`config.mk`:
```
export PLATFORM = sky130hd
export DESIGN_NAME = capture_period_frequency_meter_unit
export DESIGN_NICKNAME = d
export VERILOG_FILES = /design/src/hw/rtl/cpfm_pkg.sv /design/src/hw/rtl/cpfm_div.sv /design/src/hw/rtl/capture_period_frequency_meter_unit.sv
export SDC_FILE = /design/constraint.sdc
export NUM_CORES = 1
export LEC_CHECK = 0
export BUFFER_PORTS_ARGS = -buffer_cell sky130_fd_sc_hd__buf_2
export CORE_MARGIN = 4
export CORE_UTILIZATION = 50
export CTS_CLUSTER_SIZE = 8
export DETAILED_ROUTE_END_ITERATION = 6
export PLACE_DENSITY = 0.69
export SYNTH_ARGS = -nofsm -noshare
export SYNTH_HDL_FRONTEND = slang
export SYNTH_SLANG_ARGS = --single-unit
```
`constraint.sdc`:
```
create_clock -name clk -period 3.7 [get_ports clk]
set_input_delay 0.74 -clock clk [delete_from_list [all_inputs] [get_ports clk]]
set_output_delay 0.74 -clock clk [all_outputs]
set_load 0.005 [all_outputs]
```
`src/hw/rtl/cpfm_pkg.sv`:
```
package cpfm_pkg;

	// Fixed field widths
	localparam int PERIOD_W   = 17;
	localparam int FREQ_W     = 32;
	localparam int TOP_W      = 16;
	localparam int TPS_W      = 24;
	localparam int FRAC_W     = 8;
	localparam int CFG_DATA_W = 24;
	localparam int CFG_IDX_W  = 1;

	// Step counter of the serial divider, holds 0..FREQ_W
	localparam int DIV_CNT_W = $clog2(FREQ_W + 1);

	// Register indexes
	localparam logic [CFG_IDX_W-1:0] CFG_COUNTER_TOP      = 1'b0;
	localparam logic [CFG_IDX_W-1:0] CFG_TICKS_PER_SECOND = 1'b1;

	// Register reset values
	localparam logic [TOP_W-1:0] TOP_RESET = 16'd9999;
	localparam logic [TPS_W-1:0] TPS_RESET = 24'd1000000;

	// Divider control and status
	typedef struct packed {
		logic start;
		logic ack;
	} div_ctrl_t;

	typedef struct packed {
		logic busy;
		logic done;
	} div_stat_t;

endpackage

```
`src/hw/rtl/cpfm_div.sv`:
```
// Restoring divider, one quotient bit per cycle
module cpfm_div (
	input  logic                                clk,
	input  logic                                arst_n,
	input  cpfm_pkg::div_ctrl_t                 ctrl,
	input  logic [cpfm_pkg::FREQ_W-1:0]         dividend,
	input  logic [cpfm_pkg::PERIOD_W-1:0]       divisor,
	output cpfm_pkg::div_stat_t                 stat,
	output logic [cpfm_pkg::FREQ_W-1:0]         quotient
);
	import cpfm_pkg::*;

	logic [PERIOD_W-1:0]  rem_q;
	logic [FREQ_W-1:0]    quo_q;
	logic [PERIOD_W-1:0]  den_q;
	logic [DIV_CNT_W-1:0] cnt_q;
	logic                 done_q;

	logic [PERIOD_W:0]   trial;
	logic [PERIOD_W+1:0] diff;
	logic                ge;
	logic                run;

	// One trial subtraction per cycle; a zero divisor gives all ones
	assign run   = (cnt_q != '0);
	assign trial = {rem_q, quo_q[FREQ_W-1]};
	assign diff  = {1'b0, trial} - {2'b00, den_q};
	assign ge    = ~diff[PERIOD_W+1];

	// Control: step count and done flag
	always_ff @(posedge clk or negedge arst_n) begin
		if (!arst_n) begin
			cnt_q  <= '0;
			done_q <= 1'b0;
		end else begin
			if (ctrl.start) begin
				cnt_q <= DIV_CNT_W'(FREQ_W);
			end else if (run) begin
				cnt_q <= cnt_q - DIV_CNT_W'(1);
			end
			if (run && cnt_q == DIV_CNT_W'(1)) begin
				done_q <= 1'b1;
			end else if (ctrl.ack) begin
				done_q <= 1'b0;
			end
		end
	end

	// Datapath: remainder and dividend/quotient shift register
	always_ff @(posedge clk) begin
		if (ctrl.start) begin
			rem_q <= '0;
			quo_q <= dividend;
			den_q <= divisor;
		end else if (run) begin
			rem_q <= ge ? diff[PERIOD_W-1:0] : trial[PERIOD_W-1:0];
			quo_q <= {quo_q[FREQ_W-2:0], ge};
		end
	end

	assign stat.busy = run;
	assign stat.done = done_q;
	assign quotient  = quo_q;

	// Assertions
	a_no_start_busy: assert property (@(posedge clk) disable iff (!arst_n)
		ctrl.start |-> !run && !done_q)
		else $error("divider started while busy");
	a_done_after_run: assert property (@(posedge clk) disable iff (!arst_n)
		$rose(done_q) |-> $past(run))
		else $error("done without a division");
	a_start_runs: assert property (@(posedge clk) disable iff (!arst_n)
		ctrl.start |=> run && !done_q)
		else $error("division did not begin");

endmodule

```
`src/hw/rtl/capture_period_frequency_meter_unit.sv`:
```
// Capture period and frequency meter.
// Capture channel: capture_valid/capture_ready/capture_value, one timer
// capture per rising edge of the measured signal. Result channel:
// result_valid/result_ready with period_ticks (wrap corrected tick count
// since the previous capture) and frequency_q8 (ticks_per_second * 256 /
// period, truncated; all ones when the period comes out as zero).
// Configuration: cfg_we/cfg_index/cfg_wdata; the user must write it only
// while idle, the block does not enforce this. Index 0 is counter_top,
// index 1 is ticks_per_second. The period is formed in the accept cycle,
// the frequency by a serial divider giving one quotient bit per cycle. A
// new capture is taken only once the previous result has left the divider,
// so the divider works on one capture at a time.
// The result sits in an output register: a new capture is accepted while it
// waits. If the receiver stalls with a second result finished, the divider
// holds it and capture_ready stays low until the output register frees.
// Reset: counter_top 9999, ticks_per_second 1000000, previous capture zero,
// no result pending.
module capture_period_frequency_meter_unit #(
	parameter int CAPTURE_WIDTH = 16
) (
	input  logic                                 clk,
	input  logic                                 arst_n,
	input  logic                                 cfg_we,
	input  logic [cpfm_pkg::CFG_IDX_W-1:0]       cfg_index,
	input  logic [cpfm_pkg::CFG_DATA_W-1:0]      cfg_wdata,
	input  logic                                 capture_valid,
	output logic                                 capture_ready,
	input  logic [CAPTURE_WIDTH-1:0]             capture_value,
	output logic                                 result_valid,
	input  logic                                 result_ready,
	output logic [cpfm_pkg::PERIOD_W-1:0]        period_ticks,
	output logic [cpfm_pkg::FREQ_W-1:0]          frequency_q8
);
	import cpfm_pkg::*;

	localparam int EXT_W = (CAPTURE_WIDTH > PERIOD_W) ? CAPTURE_WIDTH : PERIOD_W;

	localparam logic [1:0] ST_IDLE = 2'd0;
	localparam logic [1:0] ST_RUN  = 2'd1;
	localparam logic [1:0] ST_HOLD = 2'd2;

	logic [TOP_W-1:0]         counter_top_q;
	logic [TPS_W-1:0]         tps_q;
	logic [CAPTURE_WIDTH-1:0] prev_q;
	logic [PERIOD_W-1:0]      period_q;
	logic [1:0]               state_q;
	logic                     result_valid_q;
	logic [PERIOD_W-1:0]      period_out_q;
	logic [FREQ_W-1:0]        freq_out_q;

	logic [EXT_W-1:0]    now_ext;
	logic [EXT_W-1:0]    prev_ext;
	logic [PERIOD_W-1:0] now_p;
	logic [PERIOD_W-1:0] prev_p;
	logic [PERIOD_W-1:0] period_d;
	logic                accept;
	logic                out_free;
	logic                xfer;
	div_ctrl_t           div_ctrl;
	div_stat_t           div_stat;
	logic [FREQ_W-1:0]   quotient;

	// Configuration registers
	always_ff @(posedge clk or negedge arst_n) begin
		if (!arst_n) begin
			counter_top_q <= TOP_RESET;
			tps_q         <= TPS_RESET;
		end else if (cfg_we) begin
			unique case (cfg_index)
				CFG_COUNTER_TOP:      counter_top_q <= cfg_wdata[TOP_W-1:0];
				CFG_TICKS_PER_SECOND: tps_q         <= cfg_wdata[TPS_W-1:0];
				default: ;
			endcase
		end
	end

	// Period: plain difference, or add the counter modulus on a wrap
	assign now_ext  = EXT_W'(capture_value);
	assign prev_ext = EXT_W'(prev_q);
	assign now_p    = now_ext[PERIOD_W-1:0];
	assign prev_p   = prev_ext[PERIOD_W-1:0];
	always_comb begin
		if (capture_value > prev_q) begin
			period_d = now_p - prev_p;
		end else begin
			period_d = {1'b0, counter_top_q} + PERIOD_W'(1) + now_p - prev_p;
		end
	end

	assign accept        = capture_valid && capture_ready;
	assign capture_ready = (state_q == ST_IDLE);
	assign out_free      = !result_valid_q || result_ready;
	assign xfer          = div_stat.done && out_free;

	assign div_ctrl.start = accept;
	assign div_ctrl.ack   = xfer;

	// Sequencer
	always_ff @(posedge clk or negedge arst_n) begin
		if (!arst_n) begin
			state_q        <= ST_IDLE;
			prev_q         <= '0;
			result_valid_q <= 1'b0;
		end else begin
			unique case (state_q)
				ST_IDLE: begin
					if (accept) begin
						state_q <= ST_RUN;
					end
				end
				ST_RUN: begin
					if (div_stat.done) begin
						state_q <= out_free ? ST_IDLE : ST_HOLD;
					end
				end
				ST_HOLD: begin
					if (out_free) begin
						state_q <= ST_IDLE;
					end
				end
				default: state_q <= ST_IDLE;
			endcase
			if (accept) begin
				prev_q <= capture_value;
			end
			if (xfer) begin
				result_valid_q <= 1'b1;
			end else if (result_ready) begin
				result_valid_q <= 1'b0;
			end
		end
	end

	// Payload: period travels alongside the division, then the output register
	always_ff @(posedge clk) begin
		if (accept) begin
			period_q <= period_d;
		end
		if (xfer) begin
			period_out_q <= period_q;
			freq_out_q   <= quotient;
		end
	end

	cpfm_div u_div (
		.clk      (clk),
		.arst_n   (arst_n),
		.ctrl     (div_ctrl),
		.dividend ({tps_q, FRAC_W'(0)}),
		.divisor  (period_d),
		.stat     (div_stat),
		.quotient (quotient)
	);

	assign result_valid = result_valid_q;
	assign period_ticks = period_out_q;
	assign frequency_q8 = freq_out_q;

	// Assertions
	a_hold_needs_full: assert property (@(posedge clk) disable iff (!arst_n)
		state_q == ST_HOLD |-> result_valid_q && div_stat.done)
		else $error("holding a result with the output register free");
	a_run_has_div: assert property (@(posedge clk) disable iff (!arst_n)
		state_q == ST_RUN |-> div_stat.busy || div_stat.done)
		else $error("sequencer running with divider idle");
	a_idle_div_idle: assert property (@(posedge clk) disable iff (!arst_n)
		state_q == ST_IDLE |-> !div_stat.busy && !div_stat.done)
		else $error("divider active while idle");
	a_result_from_div: assert property (@(posedge clk) disable iff (!arst_n)
		$rose(result_valid_q) |-> $past(div_stat.done))
		else $error("result without a finished division");

endmodule
```
==> flow_metrics.tcl <==
set metrics [dict create \
    setup.worst_path.start_class "flop" \
    synth_mux_area_frac 0.0505 \
    timing.setup.tns_ps 0 \
    asyncSetResetFlopFracSynth 0.365 \
    drt_iter0_drc 361 \
    antenna_found_initial 0 \
    grt_pass1_wl_um 35400 \
    design_area_um2 11300 \
    synth_cells 976 \
    grt_max_degree 51 \
    finalHoldViolations 0 \
    cts.sinks 181 \
    cts_tree "yes" \
    area_growth_pct 14.0 \
    cts.path.max_buffers 2 \
    max-cap-violations 0 \
    synth_top_family_by_area "compound AO/OA/AOI/OAI gates" \
    post-place-cells 1318 \
    yosysSeqAreaShare 0.491 \
    drive_gt1_frac 0.187 \
    die_y_um 149 \
    vias 7196 \
    cts_root_buf "clkbuf_16" \
    avgSynthCellArea_um2 10.2 \
    synth_cell_types 64 \
    cts_resized 0 \
    period_share 0.846 \
    crit_fanout 5 \
    crit_arrival_ps 3310 \
    critPathKind "reg -> reg" \
    grt_setup_unrepaired "false" \
    initial_core_util 0.510 \
    path_clk_slew_ps 70 \
    syn_nets 1094 \
    cp_slowest_cell "dfstp_2" \
    grt_remaining_overflow 0 \
    grt_pass1_vias 7128 \
    ir_drop_mv 0.408 \
    timing.slew.headroom 0.291 \
    min_period_ps 3130 \
    row_count 51 \
    drc 0 \
    io_pins 97 \
    place.gp.congestion 0.902 \
    synth_fa_ha_area_frac 0.104 \
    ys_seq_elements 181 \
    powerDensity_nw_per_um2 896 \
    finalSetupViolations 0 \
    die_area_um2 22200 \
    wl_per_cell_um 16.0 \
    track_usage 0.201 \
    status "finished, final reports clean" \
    end_kind "flop" \
    crit_chain "inv_1, fa_1, inv_1, ha_1, a21oi_1, o22ai_1, o21a_1, and4_1, nor3_1, xnor2_1, mux2i_1" \
    finClkSkew_ps 9.31 \
    fillCellCount 1669 \
    vias_per_cell 5.33 \
    layout.nets 1190 \
    synth_warnings 0 \
    synth.cell_area_um2 9920 \
    synth_compound_area_frac 0.136 \
    clock.fmax_mhz 320 \
    dp_hpwl_um 16100 \
    postPlaceCellArea_um2 10700 \
    postRouteWirelength_um 21600 \
    coreArea_um2 19500 \
    ant_nets 0 \
    insertion_delay_ps 430 \
    required_ps 3880 \
    drv_slew 0 \
    dr.pass1.iters 5 \
    h-tree-depth 4 \
    post-cts-setup-buffers 0 \
    hold_class "in -> async" \
    synth_edf_count 90 \
    leakage_uw 0.00506 \
    port-buffer-count 96 \
    tightest_slew_ps 1060 \
    synth_xor_area_frac 0.0309 \
    max_stage_delay_ps 510 \
    antenna_cells 0 \
    cp_common_cell "inv_1" \
    yosys.area_share.simple 0.128 \
    synth-main-ff-cell "edfxtp_1" \
    cts_hold_buffers 0 \
    instances_no_fill 1350 \
    dieWidth_um 149 \
    cts_buffers 17 \
]
==> metal layers <==
| metal | track usage | vias up | routed length [µm] |
|---|---|---|---|
| met3 | 0.0392 | 36 | 953 |
| met1 | 0.261 | 3405 | 9580 |
| met2 | 0.333 | 165 | 10400 |
| li1 | - | 3590 | - |
| met5 | 0 | - | 0 |
| met4 | 0.0792 | 0 | 620 |
==> final timing paths <==
check	from	endpoint	slack [ps]	depth (start not counted)
setup / recovery	counter_top_q[2]$_DFFE_PN1P_	period_q[16]$_DFFE_PP_	570	11
hold / removal	arst_n	tps_q[12]$_DFFE_PN0P_	240	1
setup reg to reg	counter_top_q[2]$_DFFE_PN1P_	period_q[16]$_DFFE_PP_	570	11
max in group asynchronous	arst_n	u_div.cnt_q[3]$_DFFE_PN0P_	2450	2
hold reg to reg	u_div.quotient[26]$_DFFE_PP_	frequency_q8[26]$_DFFE_PP_	450	0
min in group clk	u_div.quotient[26]$_DFFE_PP_	frequency_q8[26]$_DFFE_PP_	450	0
==> cells in the final DEF (no fill, tap or decap), types with 11 or more instances in the layout <==
cell,instances
nand2_1,133
inv_1,107
buf_2,96
edfxtp_1,90
o21ai_0,72
a21oi_1,67
ha_1,54
dfrtp_1,51
nor2_1,43
nand3_1,37
mux2_2,32
dfxtp_1,25
xor2_1,18
fa_1,18
xnor2_1,17
clkbuf_16,17
buf_4,16
dfstp_2,15
a21o_1,14
mux2i_1,14
nor3_1,12
nand2b_1,11
o21a_1,11
==> cell type report <==
type	count	area (µm²)	share of cell area
Sequential cell	181	4870	0.431
Multi-Input combinational cell	652	4470	0.395
Tap cell	265	332	0.0293
Timing Repair Buffer	112	601	0.0531
Inverter	108	405	0.0359
Clock inverter	14	185	0.0164
Clock buffer	18	439	0.0388
==> sequential cells by signal, summed over array words and instances (netlist names) <==
| signal | flops |
|---|---|
| u_div.cnt_q | 6 |
| tps_q | 24 |
| prev_q | 16 |
| period_q | 17 |
| state_q | 2 |
| u_div.quotient | 32 |
| u_div.done_q | 1 |
| period_ticks | 17 |
| result_valid | 1 |
| frequency_q8 | 32 |
| counter_top_q | 16 |
| u_div.rem_q | 17 |
==> where the power goes <==
part	switching [µW]	internal (µW)
combinational	2830	2150
sequential	339	2920
clock	845	1050
total	4010	6120
==> cell families after synthesis <==
family,after synthesis
buffers and inverters,143
AND/OR/NAND/NOR,278
XOR/XNOR,35
multiplexers,46
AO/OA/AOI/OAI,221
adder cells (fa/ha/maj),72
flip-flops,181
==> cells in the mapped netlist (3+ instances only) <==
library cell | number | area [µm²]
a211oi_1 | 8 | 60.1
a21o_1 | 14 | 105
a21oi_1 | 67 | 335
a311oi_1 | 3 | 26.3
a31oi_1 | 5 | 31.3
and2_1 | 7 | 43.8
and4_1 | 4 | 35.0
buf_2 | 3 | 15.0
buf_6 | 5 | 56.3
clkbuf_1 | 24 | 90.1
dfrtp_1 | 51 | 1280
dfstp_2 | 15 | 394
dfxtp_1 | 25 | 500
edfxtp_1 | 90 | 2700
fa_1 | 18 | 360
ha_1 | 54 | 676
inv_1 | 108 | 405
mux2_2 | 32 | 360
mux2i_1 | 14 | 140
nand2_1 | 134 | 503
nand2b_1 | 11 | 68.8
nand3_1 | 37 | 185
nand3b_1 | 3 | 22.5
nand4_1 | 4 | 25.0
nor2_1 | 43 | 161
nor2b_1 | 6 | 37.5
nor3_1 | 12 | 60.1
nor4b_1 | 3 | 26.3
o2111ai_1 | 4 | 35.0
o211ai_1 | 10 | 75.1
o21a_1 | 11 | 82.6
o21ai_0 | 72 | 360
o31ai_1 | 3 | 22.5
or3_1 | 4 | 25.0
xnor2_1 | 17 | 149
xor2_1 | 18 | 158
==> metrics by stage <==
step | hold WS [ps] | setup slack, ps | total power [µW] | utilization
2_1_floorplan | 425 | 562 | 7070 | -
3_3_place_gp | 427 | 299 | 8150 | 0.549
3_5_place_dp | 431 | 213 | 8220 | 0.549
4_1_cts | 227 | 600 | 10200 | 0.581
5_1_grt | 242 | 431 | 11000 | 0.581
6_report | 236 | 571 | 10100 | 0.581
==> critical path: cells and delay by family, from the launching register on <==
kind | cells | cell delay, ps
adders and majority gates | 2 | 870
AOI/OAI and AO/OA | 3 | 700
DFF | 1 | 510
and+or+nand+nor | 2 | 450
xor gates and xnor gates | 1 | 140
buffers and inverters | 2 | 120
muxes | 1 | 90
(Power assumes the default switching activity.)
